[src/hw/rtl/pls_pkg.sv]
`timescale 1ns / 1ps
// ----------------------------------------------------------------------------
// pls_pkg
// Shared constants, operation and status codes, and control structs for the
// positional list store.
// ----------------------------------------------------------------------------
package pls_pkg;

    // list capacity
    localparam int DEPTH = 16;

    // item field widths
    localparam int FUNC_W   = 3;
    localparam int ITEM_W   = 32;
    localparam int POS_W    = 5;
    localparam int STATUS_W = 2;
    localparam int COUNT_W  = 5;

    // internal widths derived from the capacity
    localparam int CNT_W = $clog2(DEPTH + 1);
    localparam int IDX_W = $clog2(DEPTH);
    localparam int CMP_W = (CNT_W > POS_W) ? CNT_W : POS_W;

    // operation codes
    localparam logic [FUNC_W-1:0] FN_INS_FRONT = 3'd0;
    localparam logic [FUNC_W-1:0] FN_INS_END   = 3'd1;
    localparam logic [FUNC_W-1:0] FN_INS_POS   = 3'd2;
    localparam logic [FUNC_W-1:0] FN_DEL_FRONT = 3'd3;
    localparam logic [FUNC_W-1:0] FN_DEL_END   = 3'd4;
    localparam logic [FUNC_W-1:0] FN_DEL_POS   = 3'd5;
    localparam logic [FUNC_W-1:0] FN_DUMP_FWD  = 3'd6;
    localparam logic [FUNC_W-1:0] FN_DUMP_REV  = 3'd7;

    // status codes
    localparam logic [STATUS_W-1:0] ST_OK     = 2'd0;
    localparam logic [STATUS_W-1:0] ST_EMPTY  = 2'd1;
    localparam logic [STATUS_W-1:0] ST_FULL   = 2'd2;
    localparam logic [STATUS_W-1:0] ST_BADPOS = 2'd3;

    // controller to datapath
    typedef struct packed {
        logic exec;     // accepted item is executed this cycle
        logic step;     // next dump item is loaded this cycle
    } pls_cmd_t;

    // datapath to controller
    typedef struct packed {
        logic exec_more;    // accepted item is a dump with further items
        logic step_more;    // dump has further items after this step
    } pls_stat_t;

endpackage

[src/hw/rtl/pls_req_if.sv]
`timescale 1ns / 1ps
// ----------------------------------------------------------------------------
// pls_req_if
// Request channel: operation code, item to insert and position.
// ----------------------------------------------------------------------------
interface pls_req_if;
    import pls_pkg::*;

    logic                     valid;
    logic                     ready;
    logic [FUNC_W-1:0]        func;
    logic signed [ITEM_W-1:0] item;
    logic [POS_W-1:0]         pos;

    modport source (output valid, func, item, pos, input ready);
    modport sink   (input valid, func, item, pos, output ready);
endinterface

[src/hw/rtl/pls_rsp_if.sv]
`timescale 1ns / 1ps
// ----------------------------------------------------------------------------
// pls_rsp_if
// Response channel: status, returned item, item count and last flag.
// ----------------------------------------------------------------------------
interface pls_rsp_if;
    import pls_pkg::*;

    logic                     valid;
    logic                     ready;
    logic [STATUS_W-1:0]      status;
    logic signed [ITEM_W-1:0] value;
    logic [COUNT_W-1:0]       count;
    logic                     last;

    modport source (output valid, status, value, count, last, input ready);
    modport sink   (input valid, status, value, count, last, output ready);
endinterface

[src/hw/rtl/pls_ctrl.sv]
`timescale 1ns / 1ps
// ----------------------------------------------------------------------------
// pls_ctrl
// Sequencer: accepts requests, steps multi-item dumps and owns the response
// valid flag.
// ----------------------------------------------------------------------------
module pls_ctrl
(
    input  logic               clk,
    input  logic               rst_n,
    input  logic               req_valid,
    output logic               req_ready,
    output logic               rsp_valid,
    input  logic               rsp_ready,
    output pls_pkg::pls_cmd_t  cmd,
    input  pls_pkg::pls_stat_t stat
);
    import pls_pkg::*;

    localparam logic S_IDLE = 1'b0;
    localparam logic S_DUMP = 1'b1;

    logic state_reg;
    logic state_next;
    logic rsp_valid_reg;
    logic rsp_valid_next;
    logic slot_free;

    // response register is free or is being emptied this cycle
    assign slot_free = !rsp_valid_reg || rsp_ready;

    always_comb
    begin
        req_ready  = 1'b0;
        cmd.exec   = 1'b0;
        cmd.step   = 1'b0;
        state_next = state_reg;
        unique case (state_reg)
            S_IDLE:
            begin
                req_ready = slot_free;
                cmd.exec  = req_valid && slot_free;
                if (cmd.exec && stat.exec_more)
                begin
                    state_next = S_DUMP;
                end
            end
            S_DUMP:
            begin
                cmd.step = slot_free;
                if (cmd.step && !stat.step_more)
                begin
                    state_next = S_IDLE;
                end
            end
            default:
            begin
                state_next = S_IDLE;
            end
        endcase
    end

    always_comb
    begin
        priority if (cmd.exec || cmd.step)
        begin
            rsp_valid_next = 1'b1;
        end
        else if (rsp_ready)
        begin
            rsp_valid_next = 1'b0;
        end
        else
        begin
            rsp_valid_next = rsp_valid_reg;
        end
    end

    always_ff @(posedge clk or negedge rst_n)
    begin
        if (!rst_n)
        begin
            state_reg     <= S_IDLE;
            rsp_valid_reg <= 1'b0;
        end
        else
        begin
            state_reg     <= state_next;
            rsp_valid_reg <= rsp_valid_next;
        end
    end

    assign rsp_valid = rsp_valid_reg;

endmodule

[src/hw/rtl/pls_datapath.sv]
`timescale 1ns / 1ps
// ----------------------------------------------------------------------------
// pls_datapath
// Row of shifting cells holding the list, item count, dump index and the
// registered response payload.
// ----------------------------------------------------------------------------
module pls_datapath
(
    input  logic                              clk,
    input  logic                              rst_n,
    input  logic [pls_pkg::FUNC_W-1:0]        func,
    input  logic signed [pls_pkg::ITEM_W-1:0] item,
    input  logic [pls_pkg::POS_W-1:0]         pos,
    input  pls_pkg::pls_cmd_t                 cmd,
    output pls_pkg::pls_stat_t                stat,
    output logic [pls_pkg::STATUS_W-1:0]      status,
    output logic signed [pls_pkg::ITEM_W-1:0] value,
    output logic [pls_pkg::COUNT_W-1:0]       count,
    output logic                              last
);
    import pls_pkg::*;

    logic signed [ITEM_W-1:0] entries_reg [DEPTH];
    logic signed [ITEM_W-1:0] entries_next [DEPTH];

    logic [CNT_W-1:0] count_reg;
    logic [CNT_W-1:0] count_next;
    logic [CNT_W-1:0] dump_cnt_reg;
    logic [CNT_W-1:0] dump_cnt_next;
    logic             dump_rev_reg;
    logic             dump_rev_next;

    logic [STATUS_W-1:0]      status_reg;
    logic [STATUS_W-1:0]      status_next;
    logic signed [ITEM_W-1:0] value_reg;
    logic signed [ITEM_W-1:0] value_next;
    logic                     last_reg;
    logic                     last_next;

    logic             is_ins;
    logic             is_del;
    logic             is_dump;
    logic             rev;
    logic [CMP_W-1:0] count_ext;
    logic [CMP_W-1:0] tgt;
    logic [STATUS_W-1:0] op_status;
    logic             ins_ok;
    logic             del_ok;
    logic [CNT_W-1:0] base;
    logic [CNT_W-1:0] seq_idx;
    logic [IDX_W-1:0] rd_idx;
    logic signed [ITEM_W-1:0] rd_data;

    // ---- decode --------------------------------------------------------
    assign count_ext = CMP_W'(count_reg);
    assign is_ins    = (func == FN_INS_FRONT) || (func == FN_INS_END) || (func == FN_INS_POS);
    assign is_del    = (func == FN_DEL_FRONT) || (func == FN_DEL_END) || (func == FN_DEL_POS);
    assign is_dump   = (func == FN_DUMP_FWD) || (func == FN_DUMP_REV);

    always_comb
    begin
        unique case (func)
            FN_INS_FRONT: tgt = '0;
            FN_INS_END:   tgt = count_ext;
            FN_INS_POS:   tgt = CMP_W'(pos);
            FN_DEL_FRONT: tgt = '0;
            FN_DEL_END:   tgt = count_ext - CMP_W'(1);
            FN_DEL_POS:   tgt = CMP_W'(pos);
            default:      tgt = '0;
        endcase
    end

    always_comb
    begin
        priority if (is_ins)
        begin
            if (count_reg == CNT_W'(DEPTH))
                op_status = ST_FULL;
            else if (tgt > count_ext)
                op_status = ST_BADPOS;
            else
                op_status = ST_OK;
        end
        else if (is_del)
        begin
            if (count_reg == '0)
                op_status = ST_EMPTY;
            else if (tgt >= count_ext)
                op_status = ST_BADPOS;
            else
                op_status = ST_OK;
        end
        else
        begin
            op_status = (count_reg == '0) ? ST_EMPTY : ST_OK;
        end
    end

    assign ins_ok = cmd.exec && is_ins && (op_status == ST_OK);
    assign del_ok = cmd.exec && is_del && (op_status == ST_OK);

    // ---- single read port: deleted item or dumped item -----------------
    assign rev     = cmd.exec ? (func == FN_DUMP_REV) : dump_rev_reg;
    assign base    = cmd.exec ? '0 : dump_cnt_reg;
    assign seq_idx = rev ? (count_reg - CNT_W'(1) - base) : base;
    assign rd_idx  = (cmd.exec && is_del) ? tgt[IDX_W-1:0] : seq_idx[IDX_W-1:0];
    assign rd_data = entries_reg[rd_idx];

    // ---- shifting cells ------------------------------------------------
    for (genvar g = 0; g < DEPTH; g++)
    begin : g_cell
        localparam logic [CMP_W-1:0] G = CMP_W'(g);
        logic signed [ITEM_W-1:0] prev_item;
        logic signed [ITEM_W-1:0] next_item;

        if (g == 0)
        begin : g_first
            assign prev_item = entries_reg[g];
        end
        else
        begin : g_mid_lo
            assign prev_item = entries_reg[g-1];
        end

        if (g == DEPTH - 1)
        begin : g_final
            assign next_item = entries_reg[g];
        end
        else
        begin : g_mid_hi
            assign next_item = entries_reg[g+1];
        end

        always_comb
        begin
            priority if (ins_ok && (G == tgt))
                entries_next[g] = item;
            else if (ins_ok && (G > tgt))
                entries_next[g] = prev_item;
            else if (del_ok && (G >= tgt))
                entries_next[g] = next_item;
            else
                entries_next[g] = entries_reg[g];
        end
    end

    always_ff @(posedge clk)
    begin
        for (int i = 0; i < DEPTH; i++)
        begin
            entries_reg[i] <= entries_next[i];
        end
    end

    // ---- count, dump sequencing and response payload -------------------
    always_comb
    begin
        count_next    = count_reg;
        dump_cnt_next = dump_cnt_reg;
        dump_rev_next = dump_rev_reg;
        status_next   = status_reg;
        value_next    = value_reg;
        last_next     = last_reg;
        stat.exec_more = is_dump && (count_reg > CNT_W'(1));
        stat.step_more = (dump_cnt_reg + CNT_W'(1)) < count_reg;

        if (cmd.exec)
        begin
            if (ins_ok)
                count_next = count_reg + CNT_W'(1);
            else if (del_ok)
                count_next = count_reg - CNT_W'(1);
            status_next   = op_status;
            value_next    = (del_ok || (is_dump && (op_status == ST_OK))) ? rd_data : '0;
            last_next     = !stat.exec_more;
            dump_cnt_next = CNT_W'(1);
            dump_rev_next = (func == FN_DUMP_REV);
        end
        else if (cmd.step)
        begin
            status_next   = ST_OK;
            value_next    = rd_data;
            last_next     = !stat.step_more;
            dump_cnt_next = dump_cnt_reg + CNT_W'(1);
        end
    end

    always_ff @(posedge clk or negedge rst_n)
    begin
        if (!rst_n)
        begin
            count_reg    <= '0;
            dump_cnt_reg <= '0;
            dump_rev_reg <= 1'b0;
        end
        else
        begin
            count_reg    <= count_next;
            dump_cnt_reg <= dump_cnt_next;
            dump_rev_reg <= dump_rev_next;
        end
    end

    always_ff @(posedge clk)
    begin
        status_reg <= status_next;
        value_reg  <= value_next;
        last_reg   <= last_next;
    end

    // count field reports the count after the operation
    logic [CNT_W-1:0] rsp_count_reg;

    always_ff @(posedge clk)
    begin
        if (cmd.exec || cmd.step)
        begin
            rsp_count_reg <= count_next;
        end
    end

    assign status = status_reg;
    assign value  = value_reg;
    assign count  = COUNT_W'(rsp_count_reg);
    assign last   = last_reg;

endmodule

[src/hw/rtl/positional_list_store_top.sv]
`timescale 1ns / 1ps
// ----------------------------------------------------------------------------
// positional_list_store_top
// Bounded ordered list of signed 32-bit items with positional insert/delete.
// ----------------------------------------------------------------------------
// Usage:
//   req carries one operation per item: insert front/end/at pos, delete
//   front/end/at pos, forward dump or reverse dump. rsp returns status,
//   value (removed or dumped item), count after the operation and last.
//   Inserts, deletes and dumps of an empty list give one response item;
//   a dump gives one response item per held entry, last set on the final.
// Timing: the response item is registered at the edge that accepts the
//   request and is valid in the next cycle. Insert and delete update the
//   list at the accepting edge through a row of shifting cells, so with
//   rsp ready a new request is taken every cycle. With rsp ready a dump
//   loads one item per cycle; the next request can be taken in the cycle
//   after the final dump item is loaded.
// Reset: rst_n clears the item count and control state; the list reads as
//   empty at once, no clearing pass.
// Stall: while rsp is held not ready with a response pending, the
//   response register holds its item, req stays not ready and a dump
//   pauses; no item is lost or repeated.
// On any error status the list contents and count are left unchanged.
// ----------------------------------------------------------------------------
module positional_list_store_top
(
    input  logic       clk,
    input  logic       rst_n,
    pls_req_if.sink    req,
    pls_rsp_if.source  rsp
);
    import pls_pkg::*;

    pls_cmd_t  cmd;
    pls_stat_t stat;

    pls_ctrl u_ctrl
    (
        .clk       (clk),
        .rst_n     (rst_n),
        .req_valid (req.valid),
        .req_ready (req.ready),
        .rsp_valid (rsp.valid),
        .rsp_ready (rsp.ready),
        .cmd       (cmd),
        .stat      (stat)
    );

    pls_datapath u_datapath
    (
        .clk    (clk),
        .rst_n  (rst_n),
        .func   (req.func),
        .item   (req.item),
        .pos    (req.pos),
        .cmd    (cmd),
        .stat   (stat),
        .status (rsp.status),
        .value  (rsp.value),
        .count  (rsp.count),
        .last   (rsp.last)
    );

endmodule
[src/flat_wrapper.sv]
// flat-port wrapper written by rule: the top's interface ports become plain ports
module positional_list_store_top_flat import pls_pkg::*;
  (clk, rst_n, req_valid, req_func, req_item, req_pos, req_ready, rsp_valid, rsp_status, rsp_value, rsp_count, rsp_last, rsp_ready);
  pls_req_if req_i ();
  pls_rsp_if rsp_i ();
  input  logic clk;
  input  logic rst_n;
  input wire logic [$bits(req_i.valid)-1:0] req_valid;
  input wire logic [$bits(req_i.func)-1:0] req_func;
  input wire logic [$bits(req_i.item)-1:0] req_item;
  input wire logic [$bits(req_i.pos)-1:0] req_pos;
  output wire logic [$bits(req_i.ready)-1:0] req_ready;
  output wire logic [$bits(rsp_i.valid)-1:0] rsp_valid;
  output wire logic [$bits(rsp_i.status)-1:0] rsp_status;
  output wire logic [$bits(rsp_i.value)-1:0] rsp_value;
  output wire logic [$bits(rsp_i.count)-1:0] rsp_count;
  output wire logic [$bits(rsp_i.last)-1:0] rsp_last;
  input wire logic [$bits(rsp_i.ready)-1:0] rsp_ready;
  assign req_i.valid = req_valid;
  assign req_i.func = req_func;
  assign req_i.item = req_item;
  assign req_i.pos = req_pos;
  assign req_ready = req_i.ready;
  assign rsp_valid = rsp_i.valid;
  assign rsp_status = rsp_i.status;
  assign rsp_value = rsp_i.value;
  assign rsp_count = rsp_i.count;
  assign rsp_last = rsp_i.last;
  assign rsp_i.ready = rsp_ready;
  positional_list_store_top u_core (.clk(clk), .rst_n(rst_n), .req(req_i), .rsp(rsp_i));
endmodule
[config.mk]
export PLATFORM = sky130hd
export DESIGN_NAME = positional_list_store_top_flat
export DESIGN_NICKNAME = d
export VERILOG_FILES = /design/src/hw/rtl/pls_pkg.sv /design/src/hw/rtl/pls_req_if.sv /design/src/hw/rtl/pls_rsp_if.sv /design/src/hw/rtl/pls_ctrl.sv /design/src/hw/rtl/pls_datapath.sv /design/src/hw/rtl/positional_list_store_top.sv /design/src/flat_wrapper.sv
export SDC_FILE = /design/constraint.sdc
export NUM_CORES = 2
export LEC_CHECK = 0
export ABC_AREA = 1
export BUFFER_PORTS_ARGS = -buffer_cell sky130_fd_sc_hd__buf_4
export CAP_MARGIN = 20
export CORE_ASPECT_RATIO = 1.75
export CORE_MARGIN = 1
export CORE_UTILIZATION = 40
export CTS_CLUSTER_SIZE = 10
export DETAILED_ROUTE_END_ITERATION = 12
export SYNTH_ARGS = -nofsm -noshare
export SYNTH_HDL_FRONTEND = slang
export SYNTH_SLANG_ARGS = --single-unit
[constraint.sdc]
create_clock -name clk -period 5.35 [get_ports clk]
set_input_delay 0.535 -clock clk [delete_from_list [all_inputs] [get_ports clk]]
set_output_delay 0.535 -clock clk [all_outputs]
set_load 0.05 [all_outputs]
==> flow_summary.ini <==
[status]
status = finished, final reports clean

[worst_hold_path]
whs_endpoint = u_core.u_ctrl.rsp_valid
hold_depth = 3
hold_path_class = input port to flop
min-delay-start = req_valid

[place]
port-buffer-count = 85
dp_hpwl_mm = 99.29
gp_congestion = 0.9552

[detailed_routing]
postRouteAntennaNets = 0
via_count = 35876
drt_iter0_markers = 4160
wl_met1_mm = 51.30
wirelength_mm = 155.2
drcViolationCount = 0
wl_per_cell_um = 26.85
wl_met3_mm = 12.46
highest_layer = met5
firstDrtPassIters = 7
vias_per_cell = 6.206
wl_met2_mm = 74.72

[worst_setup_path]
cp_max_fo = 27
end_kind = flop
critPathKind = flop to flop
arrival_ns = 4.90
r2r_slack_ns = 0.72
cp-start-kind = flop
r2r_start = u_core.u_datapath.count_ext[0]
r2r-end = u_core.u_datapath.entries_reg[10][30]
crit_required_ns = 5.62
r2r_cells = 21

[layout]
syn_to_final_growth_pct = 9.764
nFillCells = 9090
layout-drive-gt1-share = 0.07518
final_common_cell = nand2_1
largest_reg_flops = 512
final_cell_mix = nand2_1 (1295), nand3_1 (1221), edfxtp_1 (552), inv_1 (455), nand4_1 (234)
nets = 4645

[logic_synthesis]
postSynthCellCount = 4745
syn_nets = 4805
synth_top_cell_by_area = edfxtp_1
ys_seq_elements = 565
synth_area_leaders = edfxtp_1 (46%), nand3_1 (17%), nand2_1 (13%)
synth_cell_types = 35
ys_warn_count = 0
syn_area_per_cell_um2 = 7.632
seq_area_frac_synth = 0.4667
synth_area_mm2 = 0.03621
synth_top_area_frac = 0.4577

[timing]
rsz0062_at_grt = no
max_slew_margin = 0.2897
max_slew.worst_pin.slew_ns = 1.057
setup_violations = 0
fin_crit_sh = 0.8661
finalClockSkew_ns = 0.02496
hold_viol_final = 0
finalCriticalPeriod_ns = 4.634
hold_ws_ns = 0.1012
final_max_slew_viol_count = 0
clock.fmax_mhz = 215.8

[die]
die_x_um = 229.4
die_h_um = 400.0
rows = 145
start_util = 0.4049
io_pins = 86
coreArea_mm2 = 0.08944
dieArea_mm2 = 0.09178

[cts]
numCtsBuffers = 67
cts_setup_buffers = 0
htree_levels = 3
clkTransAtPathRegs_ns = 0.06
clock_path_buffers = 3
cts_tree = done
cts-root-buf = clkbuf_16
clock-sinks = 565
clk_latency_ns = 0.64

[pwr]
ir_drop_mv = 0.9008
power.internal_mw = 11.35
power_frac_clock = 0.182
p_leak_nw = 16.71
power_mw = 23.62
power.share.sequential = 0.254
combPwrFrac = 0.564
p_sw_frac = 0.5194
power.switching_mw = 12.27
p_per_area_mw_per_mm2 = 594.2

[global_routing]
grt_max_degree = 157
antenna_found_initial = 14
grt_pass1_vias = 34715
gr-usage-all-layers = 0.3328
grt.overflow.total = 0
grt_pass1_wl_mm = 225.4

[job]
max_cap_violations = 0
==> critical path, cell delays in order (launching register included) <==
cell and delay, ns:
dfrtp_1 0.60, inv_2 0.09, ha_1 0.24, xnor2_1 0.18
inv_1 0.09, a22oi_1 0.14, nand2_1 0.23, ha_1 0.36
a21oi_1 0.12, o21ai_0 0.10, nand4_1 0.13, nand3_1 0.11
nand2_1 0.14, nand2_1 0.11, nand2_4 0.14, inv_2 0.08
nor2_8 0.11, nand2_1 0.17, nand2_1 0.17, inv_2 0.27
nor3_2 0.24, buf_4 0.42
==> stage by stage <==
step           worst slack (ns)  utilization  std cells  instance area, µm²  setup TNS (ns)
2_1_floorplan          -0.09211            -       4745               36220          -11.78
3_3_place_gp             0.8125       0.4228       5689               37820               0
3_5_place_dp             0.7664       0.4231       5690               37840               0
4_1_cts                  0.7572       0.4440       5777               39710               0
5_1_grt                  0.3837       0.4443       5778               39740               0
6_report                 0.7162       0.4444       5781               39750               0
==> worst max-delay path by stage <==
stage / startpoint / endpoint / slack [ns] / cells past startpoint
2_1_floorplan: u_core.u_datapath.count_ext[0] / u_core.u_datapath.entries_reg[0][0] / -0.09 / 20
3_3_place_gp: u_core.u_datapath.count_ext[0] / u_core.u_datapath.entries_reg[10][1] / 0.81 / 21
3_5_place_dp: u_core.u_datapath.count_ext[0] / u_core.u_datapath.entries_reg[10][1] / 0.77 / 21
4_1_cts: u_core.u_datapath.count_ext[0] / u_core.u_datapath.entries_reg[10][30] / 0.76 / 21
5_1_grt: u_core.u_datapath.count_ext[0] / u_core.u_datapath.entries_reg[10][30] / 0.38 / 21
6_report: u_core.u_datapath.count_ext[0] / u_core.u_datapath.entries_reg[10][30] / 0.72 / 21
==> final cells by class <==
cell class / count / area, µm² / area share
antenna: 3 / 7.507 / 0.0001889
clock buffer: 81 / 1814 / 0.04564
clock inverter: 5 / 50.05 / 0.001259
inverter: 478 / 1802 / 0.04533
multi-input combinational: 3281 / 15860 / 0.3991
sequential: 565 / 16900 / 0.4252
tap: 1176 / 1471 / 0.03702
timing repair buffer: 192 / 1839 / 0.04627
==> power groups by stage <==
| stage | Combinational, mW | Clock [mW] | Sequential (mW) |
|---|---|---|---|
| floorplan | 7.32 | 0 | 6.53 |
| detailed placement | 12.8 | 0 | 6.07 |
| CTS | 12.9 | 4.32 | 5.99 |
| global placement | 12.8 | 0 | 6.08 |
| global route | 14.0 | 4.46 | 6.03 |
| finish | 13.3 | 4.30 | 6.00 |
==> logic make-up after synthesis <==
logic type                 share of synthesized area
buffers and inverters                         0.1018
and+or+nand+nor                               0.3571
adders and majority gates                   0.005736
xor gates and xnor gates                    0.002177
AOI/OAI and AO/OA                            0.06648
DFF                                           0.4667
==> cells in the mapped netlist (all sizes together) <==
cell type  number
xor2            6
nand3        1226
a21oi          39
o211ai        124
xnor2           3
nor3           11
clkbuf        214
inv           478
nand4         237
o21ai         250
buf           207
nor2           63
a22oi           1
a21boi          1
edfxtp        552
dfrtp          13
nand2        1302
fa              1
a211oi          1
ha             15
o21a            1
==> timing repair <==
action                                  in CTS  in global routing
hold buffers                                 1                  0
resized for setup                            0                  0
endpoints found under the setup margin       0                  0
endpoints found under the hold margin       13                  0
==> routing by layer <==
layer  GRT usage  vias to the layer above
met5           0                        -
met4      0.3156                       16
met3     0.05703                      658
met2      0.5588                     2234
met1      0.3540                    17009
li1            -                    15959
Note: power is estimated with default switching activity, not from simulation.
